--- config.mk ---
export PLATFORM = sky130hd
export DESIGN_NAME = double_ended_queue_flat
export DESIGN_NICKNAME = d
export VERILOG_FILES = /design/src/hw/rtl/dq_pkg.sv /design/src/hw/rtl/dq_req_if.sv /design/src/hw/rtl/dq_rsp_if.sv /design/src/hw/rtl/dq_ctrl.sv /design/src/hw/rtl/dq_store.sv /design/src/hw/rtl/double_ended_queue.sv /design/src/flat_wrapper.sv
export SDC_FILE = /design/constraint.sdc
export NUM_CORES = 1
export LEC_CHECK = 0
export BUFFER_PORTS_ARGS = -buffer_cell sky130_fd_sc_hd__buf_4
export CELL_PAD_IN_SITES_DETAIL_PLACEMENT = 0
export CELL_PAD_IN_SITES_GLOBAL_PLACEMENT = 1
export CORE_MARGIN = 1.5
export CORE_UTILIZATION = 32
export DETAILED_ROUTE_END_ITERATION = 8
export PLACE_DENSITY_LB_ADDON = 0.25
export SYNTH_ARGS = -nofsm -noshare
export SYNTH_HDL_FRONTEND = slang
export SYNTH_SLANG_ARGS = --single-unit
--- constraint.sdc ---
create_clock -name i_clk -period 26.6 [get_ports i_clk]
set_input_delay 0 -clock i_clk [delete_from_list [all_inputs] [get_ports i_clk]]
set_output_delay 0 -clock i_clk [all_outputs]
set_load 0.05 [all_outputs]
--- src/hw/rtl/dq_pkg.sv ---
// Shared widths, codes, types and slot arithmetic for the double-ended queue.
`timescale 1ns / 1ps
package dq_pkg;

    localparam int DEPTH  = 16;
    localparam int ADDR_W = $clog2(DEPTH);
    localparam int CNT_W  = $clog2(DEPTH + 1);

    localparam int OP_W   = 3;
    localparam int DATA_W = 64;
    localparam int POS_W  = 4;
    localparam int STAT_W = 2;
    localparam int OCC_W  = 5;

    // Width in which a position and the entry count can be compared.
    localparam int CMP_W  = (CNT_W > POS_W) ? CNT_W : POS_W;

    localparam logic [OP_W-1:0] OP_PUSH_FRONT = 3'd0;
    localparam logic [OP_W-1:0] OP_PUSH_BACK  = 3'd1;
    localparam logic [OP_W-1:0] OP_POP_FRONT  = 3'd2;
    localparam logic [OP_W-1:0] OP_POP_BACK   = 3'd3;
    localparam logic [OP_W-1:0] OP_PEEK       = 3'd4;

    localparam logic [STAT_W-1:0] ST_OK        = 2'd0;
    localparam logic [STAT_W-1:0] ST_EMPTY     = 2'd1;
    localparam logic [STAT_W-1:0] ST_FULL      = 2'd2;
    localparam logic [STAT_W-1:0] ST_NOT_FOUND = 2'd3;

    typedef struct packed {
        logic              wr_en;
        logic              rd_en;
        logic [ADDR_W-1:0] addr;
    } t_mem_op;

    // Circular slot addition; both operands are below DEPTH.
    function automatic logic [ADDR_W-1:0] slot_add(
        input logic [ADDR_W-1:0] base,
        input logic [ADDR_W-1:0] offset
    );
        logic [ADDR_W:0] sum;
        sum = {1'b0, base} + {1'b0, offset};
        if (sum >= (ADDR_W + 1)'(DEPTH)) begin
            sum = sum - (ADDR_W + 1)'(DEPTH);
        end
        return sum[ADDR_W-1:0];
    endfunction

    function automatic logic [ADDR_W-1:0] slot_before(input logic [ADDR_W-1:0] base);
        logic [ADDR_W-1:0] prev;
        if (base == '0) begin
            prev = ADDR_W'(DEPTH - 1);
        end else begin
            prev = base - 1'b1;
        end
        return prev;
    endfunction

endpackage

--- src/hw/rtl/dq_req_if.sv ---
// Request channel of the double-ended queue: valid, ready and the request fields.
`timescale 1ns / 1ps
interface dq_req_if;
    import dq_pkg::*;

    logic                     valid;
    logic                     ready;
    logic [OP_W-1:0]          operation;
    logic signed [DATA_W-1:0] push_value;
    logic [POS_W-1:0]         position;

    modport source (output valid, output operation, output push_value, output position,
                    input ready);
    modport sink   (input valid, input operation, input push_value, input position,
                    output ready);
endinterface

--- src/hw/rtl/dq_rsp_if.sv ---
// Response channel of the double-ended queue: valid, ready and the result fields.
`timescale 1ns / 1ps
interface dq_rsp_if;
    import dq_pkg::*;

    logic                     valid;
    logic                     ready;
    logic signed [DATA_W-1:0] result_value;
    logic [STAT_W-1:0]        status;
    logic [OCC_W-1:0]         occupancy;

    modport source (output valid, output result_value, output status, output occupancy,
                    input ready);
    modport sink   (input valid, input result_value, input status, input occupancy,
                    output ready);
endinterface

--- src/hw/rtl/dq_ctrl.sv ---
// Front pointer and entry count, status decode and store address for each request.
`timescale 1ns / 1ps
module dq_ctrl (
    input  logic                        i_clk,
    input  logic                        i_rst_n,
    input  logic                        i_accept,
    input  logic [dq_pkg::OP_W-1:0]     i_operation,
    input  logic [dq_pkg::POS_W-1:0]    i_position,
    output dq_pkg::t_mem_op             o_mem_op,
    output logic [dq_pkg::STAT_W-1:0]   o_status,
    output logic [dq_pkg::OCC_W-1:0]    o_occupancy
);
    import dq_pkg::*;

    localparam logic [CNT_W-1:0] DEPTH_CNT = CNT_W'(DEPTH);

    logic [ADDR_W-1:0] r_front, n_front;
    logic [CNT_W-1:0]  r_count, n_count;
    logic [CMP_W-1:0]  pos_wide;
    logic              is_full;
    logic              is_empty;

    assign pos_wide = CMP_W'(i_position);
    assign is_full  = (r_count == DEPTH_CNT);
    assign is_empty = (r_count == '0);

    always_comb begin
        n_front  = r_front;
        n_count  = r_count;
        o_mem_op = '0;
        o_status = ST_OK;
        if (i_accept) begin
            unique case (i_operation)
                OP_PUSH_FRONT: begin
                    if (is_full) begin
                        o_status = ST_FULL;
                    end else begin
                        n_front        = slot_before(r_front);
                        o_mem_op.wr_en = 1'b1;
                        o_mem_op.addr  = n_front;
                        n_count        = r_count + 1'b1;
                    end
                end
                OP_PUSH_BACK: begin
                    if (is_full) begin
                        o_status = ST_FULL;
                    end else begin
                        o_mem_op.wr_en = 1'b1;
                        o_mem_op.addr  = slot_add(r_front, r_count[ADDR_W-1:0]);
                        n_count        = r_count + 1'b1;
                    end
                end
                OP_POP_FRONT: begin
                    if (is_empty) begin
                        o_status = ST_EMPTY;
                    end else begin
                        o_mem_op.rd_en = 1'b1;
                        o_mem_op.addr  = r_front;
                        n_front        = slot_add(r_front, ADDR_W'(1));
                        n_count        = r_count - 1'b1;
                    end
                end
                OP_POP_BACK: begin
                    if (is_empty) begin
                        o_status = ST_EMPTY;
                    end else begin
                        n_count        = r_count - 1'b1;
                        o_mem_op.rd_en = 1'b1;
                        o_mem_op.addr  = slot_add(r_front, n_count[ADDR_W-1:0]);
                    end
                end
                OP_PEEK: begin
                    if (pos_wide >= CMP_W'(r_count)) begin
                        o_status = ST_NOT_FOUND;
                    end else begin
                        o_mem_op.rd_en = 1'b1;
                        o_mem_op.addr  = slot_add(r_front, pos_wide[ADDR_W-1:0]);
                    end
                end
                default: begin
                    // Unused operation codes leave the queue untouched.
                end
            endcase
        end
    end

    assign o_occupancy = OCC_W'(n_count);

    always_ff @(posedge i_clk) begin
        if (!i_rst_n) begin
            r_front <= '0;
            r_count <= '0;
        end else begin
            r_front <= n_front;
            r_count <= n_count;
        end
    end

    a_count_bound: assert property (@(posedge i_clk) disable iff (!i_rst_n)
        r_count <= DEPTH_CNT)
        else $error("entry count exceeds depth");

    a_full_status: assert property (@(posedge i_clk) disable iff (!i_rst_n)
        (o_status == ST_FULL) |-> (r_count == DEPTH_CNT))
        else $error("full status while queue has room");

    a_one_access: assert property (@(posedge i_clk) disable iff (!i_rst_n)
        !(o_mem_op.wr_en && o_mem_op.rd_en))
        else $error("store written and read by one request");

    a_push_back: assert property (@(posedge i_clk) disable iff (!i_rst_n)
        (i_accept && i_operation == OP_PUSH_BACK && !is_full)
        |=> (r_count == $past(r_count) + 1'b1) && (r_front == $past(r_front)))
        else $error("push at back did not grow the queue by one");

endmodule

--- src/hw/rtl/dq_store.sv ---
// Entry store of the queue: one write or one registered read per request.
`timescale 1ns / 1ps
module dq_store (
    input  logic                             i_clk,
    input  logic                             i_load,
    input  dq_pkg::t_mem_op                  i_mem_op,
    input  logic signed [dq_pkg::DATA_W-1:0] i_wdata,
    output logic signed [dq_pkg::DATA_W-1:0] o_rdata
);
    import dq_pkg::*;

    logic signed [DATA_W-1:0] mem [DEPTH];
    logic signed [DATA_W-1:0] r_rdata;

    always_ff @(posedge i_clk) begin
        if (i_mem_op.wr_en) begin
            mem[i_mem_op.addr] <= i_wdata;
        end
    end

    // Read data is zero for every request that does not return an entry,
    // and holds while the response waits.
    always_ff @(posedge i_clk) begin
        if (i_load) begin
            if (i_mem_op.rd_en) begin
                r_rdata <= mem[i_mem_op.addr];
            end else begin
                r_rdata <= '0;
            end
        end
    end

    assign o_rdata = r_rdata;

endmodule

--- src/hw/rtl/double_ended_queue.sv ---
// Top level of the bounded double-ended queue of signed 64-bit values.
// A request is accepted every cycle in which the response register is empty or is being
// taken; its response appears in the next cycle, so while responses are taken the
// rate is one request per cycle, with a single-port entry store whose read data is
// registered. Each request returns exactly one response carrying the popped or peeked
// value (zero otherwise), a status and the number of entries held after the request.
// The queue holds up to 16 entries; a push into a full queue, a pop from an empty one
// and a peek beyond the count leave the contents unchanged and report it in the status.
`timescale 1ns / 1ps
module double_ended_queue (
    input  logic     i_clk,
    input  logic     i_rst_n,
    dq_req_if.sink   i_req,
    dq_rsp_if.source o_rsp
);
    import dq_pkg::*;

    logic              accept;
    t_mem_op           mem_op;
    logic [STAT_W-1:0] status;
    logic [OCC_W-1:0]  occupancy;

    logic              r_out_valid;
    logic [STAT_W-1:0] r_status;
    logic [OCC_W-1:0]  r_occupancy;

    assign i_req.ready = !r_out_valid || o_rsp.ready;
    assign accept      = i_req.valid && i_req.ready;

    dq_ctrl u_ctrl (
        .i_clk       (i_clk),
        .i_rst_n     (i_rst_n),
        .i_accept    (accept),
        .i_operation (i_req.operation),
        .i_position  (i_req.position),
        .o_mem_op    (mem_op),
        .o_status    (status),
        .o_occupancy (occupancy)
    );

    dq_store u_store (
        .i_clk    (i_clk),
        .i_load   (accept),
        .i_mem_op (mem_op),
        .i_wdata  (i_req.push_value),
        .o_rdata  (o_rsp.result_value)
    );

    always_ff @(posedge i_clk) begin
        if (!i_rst_n) begin
            r_out_valid <= 1'b0;
        end else if (accept) begin
            r_out_valid <= 1'b1;
        end else if (o_rsp.ready) begin
            r_out_valid <= 1'b0;
        end
    end

    always_ff @(posedge i_clk) begin
        if (accept) begin
            r_status    <= status;
            r_occupancy <= occupancy;
        end
    end

    assign o_rsp.valid     = r_out_valid;
    assign o_rsp.status    = r_status;
    assign o_rsp.occupancy = r_occupancy;

endmodule
--- src/flat_wrapper.sv ---
// flat-port wrapper written by rule: the top's interface ports become plain ports
module double_ended_queue_flat import dq_pkg::*;
  (i_clk, i_rst_n, i_req_valid, i_req_operation, i_req_push_value, i_req_position, i_req_ready, o_rsp_valid, o_rsp_result_value, o_rsp_status, o_rsp_occupancy, o_rsp_ready);
  dq_req_if i_req_i ();
  dq_rsp_if o_rsp_i ();
  input  logic i_clk;
  input  logic i_rst_n;
  input wire logic [$bits(i_req_i.valid)-1:0] i_req_valid;
  input wire logic [$bits(i_req_i.operation)-1:0] i_req_operation;
  input wire logic [$bits(i_req_i.push_value)-1:0] i_req_push_value;
  input wire logic [$bits(i_req_i.position)-1:0] i_req_position;
  output wire logic [$bits(i_req_i.ready)-1:0] i_req_ready;
  output wire logic [$bits(o_rsp_i.valid)-1:0] o_rsp_valid;
  output wire logic [$bits(o_rsp_i.result_value)-1:0] o_rsp_result_value;
  output wire logic [$bits(o_rsp_i.status)-1:0] o_rsp_status;
  output wire logic [$bits(o_rsp_i.occupancy)-1:0] o_rsp_occupancy;
  input wire logic [$bits(o_rsp_i.ready)-1:0] o_rsp_ready;
  assign i_req_i.valid = i_req_valid;
  assign i_req_i.operation = i_req_operation;
  assign i_req_i.push_value = i_req_push_value;
  assign i_req_i.position = i_req_position;
  assign i_req_ready = i_req_i.ready;
  assign o_rsp_valid = o_rsp_i.valid;
  assign o_rsp_result_value = o_rsp_i.result_value;
  assign o_rsp_status = o_rsp_i.status;
  assign o_rsp_occupancy = o_rsp_i.occupancy;
  assign o_rsp_i.ready = o_rsp_ready;
  double_ended_queue u_core (.i_clk(i_clk), .i_rst_n(i_rst_n), .i_req(i_req_i), .o_rsp(o_rsp_i));
endmodule
==> results.py, run 1 <==
metrics = {
    "sta": {
        "hold_violations": 0,
        "finalCritPeriodShare_pct": 22.3,
        "grt_setup_unrepaired": "no",
        "fin_crit_ns": 5.94,
        "setup-violations-final": 0,
        "fmax_mhz": 168,
        "hold_ws_ns": 0.0808,
        "maxSlewViolCount": 0,
        "slew_headroom_pct": 19.6,
        "finClkSkew_ns": 0.0338,
        "worst_pin_slew_ns": 1.20,
        "finalSetupTns_ns": 0,
    },
    "worst_hold_path": {
        "hp-class": "primary input to flop",
        "whs_endpoint": "u_core.o_rsp.status[0]",
        "worstHoldStart": "i_req_position[2]",
        "min_path_cells": 5,
    },
    "critical_path": {
        "startpoint_type": "flop",
        "critPathArrivalTime_ns": 6.27,
        "r2r_start": "u_core.o_rsp.valid",
        "critPathSlowestCell": "buf_4",
        "critPathLaunch": "u_core.o_rsp.valid",
        "r2r_slack_ns": 20.66,
        "rr_endpoint": "u_core.u_store.mem[14][29]",
        "crit_required_ns": 26.93,
        "critical-path-max-stage-delay_ns": 0.79,
        "crit_chain": "nand2b_1 > nand2_1 > inv_4 > nand2_4 > a31o_1 > a31oi_4 > buf_4 > inv_1 > nor2_4 > buf_4",
        "crit_fanout": 47,
        "end_kind": "flop",
        "path_common_cell": "buf_4",
        "r2r.worst_path.cells": 10,
        "crit_type": "flop to flop",
    },
    "logic_synthesis": {
        "ys_seq_elements": 1105,
        "ys_top_cells_by_count": "1,095 x edfxtp_1, 300 x nand2_1, 139 x a21oi_1",
        "ys_seq_area_share_pct": 77.0,
        "syn-cell-area_sq_um": 42900,
        "ys_warn_count": 0,
        "synth_edf_count": 1095,
        "synth_async_sr_flop_share_pct": 0,
        "ys_types": 70,
        "synth_top_cell_by_area": "edfxtp_1",
        "syn_inst": 2613,
        "ys.flop_type": "edfxtp_1",
        "yosys.area.top_type_share_pct": 76.6,
        "syn_nets": 2710,
        "syn_avg_cell_area_sq_um": 16.4,
        "yosysMostFrequentCell": "edfxtp_1",
        "synth_area_leaders": "edfxtp_1 77%, mux2i_1 2.8%, nand2_1 2.6%",
    },
    "drt": {
        "num_vias": 24600,
        "drtIter0Drc": 1988,
        "drc": 0,
        "first_pass_iters": 7,
        "detail_route.wl_per_cell_um": 25.3,
        "drt-total-wl_mm": 118,
        "viasPerCell": 5.25,
        "antenna_left": 0,
    },
    "floorplanning": {
        "rows": 134,
        "coreArea_sq_um": 133000,
        "die_h_um": 369,
        "die_w_um": 369,
        "ios": 148,
        "start_util_pct": 32.2,
        "dieArea_sq_um": 136000,
    },
    "clock_tree": {
        "post_cts_resize_count": 0,
        "cts.clk_slew.worst_paths_ns": 0.06,
        "cts_tree": "yes",
        "ctsHoldBuffers": 73,
        "root_buffer": "clkbuf_16",
        "cts_made_buffers": 111,
        "h-tree-depth": 3,
        "post_cts_buffers": 0,
        "clock_latency_ns": 0.73,
        "clk_path_buf_depth": 3,
        "cts_sinks": 1105,
    },
    "placed_design": {
        "port_buffers": 147,
        "gp_congestion": 0.826,
        "hpwl_mm": 62.9,
    },
    "status": {
        "status": "completed",
    },
    "global_routing": {
        "grt_pass1_vias": 24900,
        "grtUsageMet3_pct": 2.74,
        "grt_max_degree": 125,
        "grt-ovfl-total": 0,
        "grt_pass1_wl_mm": 172,
        "grt_antenna_before_repair": 2,
        "grt_busiest_layer": "met2",
        "grt_util_all_layers_pct": 17.1,
        "grtUsageMet1_pct": 23.8,
        "met2_usage_pct": 27.9,
    },
    "cells_and_area": {
        "syn_to_final_growth_pct": 16.8,
        "nets": 2915,
        "n_antenna_cell": 0,
        "drive_above_1_share_pct": 13.7,
    },
    "power": {
        "p_leak_nw": 16.6,
        "vdd_drop_max_mv": 0.0484,
        "p_per_area_nw_per_um2": 74.3,
    },
    "job": {
        "drv_cap": 0,
    },
}
[per-layer routing]
layer  vias to the layer above  wire, um
li1                      10900         -
met1                     12800     53200
met2                       764     56200
met3                       153      6870
met4                         0      2130
met5                         -         0
[kinds of logic after synthesis]
family | after synthesis | synth area share, %
DFF | 1105 | 77.0
xor gates and xnor gates | 11 | 0.224
buffers and inverters | 197 | 2.37
adders and majority gates | 22 | 0.694
and+or+nand+nor | 399 | 3.93
AOI/OAI and AO/OA | 760 | 13.0
muxes | 119 | 2.78
[state kept, by name, summed over array words and instances (netlist names)]
signal	cells
u_core.u_store.mem	1024
u_core.u_store.o_rdata	64
u_core.o_rsp.occupancy	5
u_core.u_ctrl.r_count	5
u_core.u_ctrl.r_front	4
u_core.o_rsp.status	2
u_core.o_rsp.valid	1
[placed cells by master, fill, tap and decap left out, types with 5 or more instances in the layout]
| cell type | count |
|---|---|
| a211o_1 | 19 |
| a21oi_1 | 139 |
| a22o_1 | 127 |
| a2bb2oi_1 | 99 |
| a41oi_1 | 63 |
| and2_1 | 6 |
| buf_4 | 198 |
| bufinv_16 | 10 |
| clkbuf_1 | 26 |
| clkbuf_16 | 112 |
| clkinv_1 | 28 |
| clkinv_2 | 24 |
| dfxtp_1 | 10 |
| dlygate4sd3_1 | 73 |
| edfxtp_1 | 1095 |
| ha_1 | 19 |
| inv_1 | 16 |
| mux2i_1 | 118 |
| nand2_1 | 298 |
| nand3_1 | 34 |
| nor2_1 | 10 |
| nor2_4 | 7 |
| nor3_1 | 5 |
| nor3_2 | 6 |
| o21ai_0 | 81 |
| o21ai_1 | 58 |
| o221ai_1 | 99 |
| o22a_1 | 11 |
| o22ai_1 | 20 |
| xnor2_1 | 6 |
| xor2_1 | 5 |
[stage by stage]
stage	std cells	area [sq um]	utilization, %	setup slack [ns]	power, mW
3_5_place_dp	4400	45900	34.4	20.63	2.24
2_1_floorplan	2613	42900	-	15.86	2.13
5_1_grt	4681	50100	37.6	20.30	3.85
6_report	4681	50100	37.6	20.66	3.73
4_1_cts	4681	50100	37.6	20.57	3.76
3_3_place_gp	4400	45900	34.4	20.76	2.23
[worst max-delay path: cells and delay by family, from the launching register on]
family / cells / cell delay (ns)
flip-flops: 1 / 0.31
AND/OR/NAND/NOR: 4 / 1.63
buffers and inverters: 4 / 2.73
AO/OA/AOI/OAI: 2 / 0.78
[worst max path at each step]
stage	endpoint	slack [ns]	cells after the start
finish	u_core.u_store.mem[14][29]	20.66	10
global route	u_core.u_store.mem[14][41]	20.30	13
CTS	u_core.u_store.mem[14][29]	20.57	10
detailed placement	u_core.u_store.mem[14][42]	20.63	10
global placement	u_core.u_store.mem[14][34]	20.76	10
floorplan	u_core.u_store.mem[4][0]	15.86	8
[power breakdown]
group | internal [mW] | leakage [nW] | switching, mW
clock | 0.868 | 1.73 | 0.653
sequential | 1.93 | 10.0 | 0.00606
combinational | 0.0829 | 4.85 | 0.190
total | 2.88 | 16.6 | 0.849
[final cells by class]
| type | count | area [sq um] |
|---|---|---|
| Clock buffer | 138 | 2900 |
| Multi-Input combinational cell | 1311 | 9040 |
| Timing Repair Buffer | 272 | 2240 |
| Inverter | 17 | 66.3 |
| Clock inverter | 70 | 604 |
| Tap cell | 1768 | 2210 |
| Sequential cell | 1105 | 33100 |
| Fill cell | 12300 | 83200 |
(Power assumes the default switching activity.)
==> inputs of run 2 (changes only) <==
==> constraint.sdc (replaced) <==
create_clock -name i_clk -period 5.7 [get_ports i_clk]
set_input_delay 0 -clock i_clk [delete_from_list [all_inputs] [get_ports i_clk]]
set_output_delay 0 -clock i_clk [all_outputs]
set_load 0.05 [all_outputs]
==> run 2 against run 1 <==
- fmax up 23%
- clock power rose to 4.8 times the previous value
- routed wire length up 9.7%
- core utilization up 0.52 points
- flip-flop and latch count unchanged
- largest cell class unchanged
==> results.py, run 2 (same netlist as run 1, synthesis figures left out) <==
metrics = {
    "status": {
        "status": "completed",
    },
    "placed_design": {
        "placed_cells": 4417,
        "placed_area_sq_um": 46400,
        "gp_congestion": 0.796,
        "hpwl_mm": 62.9,
        "pre_cts_ws_ns": 0.900,
        "port_buffers": 147,
    },
    "sta": {
        "worst_pin_slew_ns": 1.21,
        "fmax_mhz": 207,
        "maxSlewViolCount": 0,
        "finClkSkew_ns": 0.0340,
        "setup_ws_ns": 0.865,
        "grt_setup_unrepaired": "no",
        "hold_violations": 0,
        "fin_crit_ns": 4.83,
        "setup-violations-final": 0,
        "finalCritPeriodShare_pct": 84.8,
        "slew_headroom_pct": 19.5,
    },
    "drt": {
        "antenna_left": 0,
        "viasPerCell": 5.35,
        "num_vias": 25200,
        "first_pass_iters": 5,
        "drc": 0,
        "detail_route.wl_per_cell_um": 27.6,
        "drt-total-wl_mm": 130,
        "drtIter0Drc": 2367,
    },
    "clock_tree": {
        "cts_made_buffers": 114,
        "cts_sinks": 1105,
        "cts.clk_slew.worst_paths_ns": 0.06,
        "post_cts_buffers": 0,
        "root_buffer": "clkbuf_16",
        "clk_path_buf_depth": 3,
        "clock_latency_ns": 0.73,
        "cts_tree": "yes",
        "h-tree-depth": 3,
    },
    "global_routing": {
        "grt_max_degree": 82,
        "grt-ovfl-total": 0,
        "grt_util_all_layers_pct": 18.7,
        "grt_antenna_before_repair": 8,
        "grt_pass1_vias": 25200,
        "grt_pass1_wl_mm": 184,
    },
    "floorplanning": {
        "dieArea_sq_um": 136000,
        "coreArea_sq_um": 133000,
        "die_h_um": 369,
        "rows": 134,
        "ios": 148,
        "start_util_pct": 32.2,
        "die_w_um": 369,
    },
    "power": {
        "clock_power_share_pct": 41.4,
        "p_leak_nw": 16.9,
        "switching_share_pct": 23.3,
        "seqPwrFrac_pct": 51.0,
        "p_int_mw": 13.6,
        "p_switching_mw": 4.12,
        "combPwrFrac_pct": 7.6,
        "vdd_drop_max_mv": 0.262,
        "p_per_area_nw_per_um2": 348,
    },
    "cells_and_area": {
        "top_register": "u_core.u_store.mem",
        "mostFrequentLayoutCells": "1,095 x edfxtp_1, 298 x nand2_1, 189 x buf_4",
        "drive_above_1_share_pct": 14.6,
        "syn_to_final_growth_pct": 18.4,
        "nets": 2936,
        "stdcell_area_sq_um": 50800,
        "mostFrequentLayoutCell": "edfxtp_1",
        "largest_register_ffs": 1024,
        "finalNonFillerCells": 4702,
    },
    "critical_path": {
        "crit_required_ns": 6.18,
        "critPathArrivalTime_ns": 5.31,
        "crit_type": "flop to flop",
        "crit_fanout": 34,
        "startpoint_type": "flop",
        "end_kind": "flop",
    },
    "job": {
        "drv_cap": 0,
    },
    "worst_hold_path": {
        "hp-class": "primary input to flop",
    },
}
==> run 2: changes by cell type in the layout (fill, tap and decap cells not counted), sizes merged <==
cell	before	now
dlygate4sd3	73	74
diode	0	1
clkinvlp	1	4
bufinv	10	11
clkbuf	138	132
inv	22	25
clkinv	54	55
buf	199	216
==> run 2: final timing paths <==
check / depth (start not counted) / startpoint / slack, ns / end
worst max-delay path: 12 / u_core.u_ctrl.r_count[0] / 0.87 / u_core.u_store.o_rdata[58]
worst max register to register: 12 / u_core.u_ctrl.r_count[0] / 0.87 / u_core.u_store.o_rdata[58]
worst min register to register: 2 / u_core.u_store.mem[0][20] / 0.72 / u_core.u_store.o_rdata[20]
worst min-delay path: 4 / o_rsp_ready / 0.09 / u_core.o_rsp.status[0]
==> run 2: stage by stage <==
step	util [%]	TNS [ns]	power, mW	hold slack [ns]
final	38.1	0	17.7	0.0898
after global routing	38.1	0	18.2	0.139
after CTS	38.1	0	17.9	0.0714
after detailed placement	34.8	0	10.5	0.285
after global placement	34.8	0	10.5	0.283
after floorplan	-	-45.60	9.95	0.0989
==> run 2: metal layers <==
metal	share of wire (%)	global-route usage (%)
met2	48	30.5
met5	0.059	0
met3	6.0	2.67
met1	44	26.0
met4	2.0	5.11
==> run 2: power by group through the flow <==
stage	combinational, mW	clock, mW	sequential (mW)
after floorplan	0.666	0	9.28
after global placement	1.30	0	9.20
after detailed placement	1.31	0	9.20
after CTS	1.36	7.48	9.03
after global routing	1.44	7.77	9.03
final	1.35	7.33	9.03
==> run 2: cell type report <==
cell class / count / area, sq um
multi-input cells: 1311 / 9120
diodes: 1 / 2.50
inverters: 17 / 68.8
flip-flops and latches: 1105 / 33100
clock inverters: 78 / 697
clock buffers: 132 / 2940
well taps: 1768 / 2210
repair buffers: 290 / 2700
fillers: 12300 / 82500
==> run 2: timing repair <==
| action | CTS | global route |
|---|---|---|
| endpoints found under the setup margin | 0 | 0 |
| hold endpoints to repair | 1045 | 0 |
| gates resized for setup | 0 | 0 |
| hold buffers | 74 | 0 |
==> run 2: worst max-delay path, stage by stage, from the launching register on <==
cell and delay [ns]:
dfxtp_1 0.39, inv_1 0.22, ha_1 0.19, nor3b_1 0.54, a21o_1 0.37, o22ai_1 0.24, a21o_4 0.41, nor3_4 0.19
buf_4 0.51, buf_4 0.64, a22o_1 0.24, o21ai_1 0.08, a41oi_1 0.44
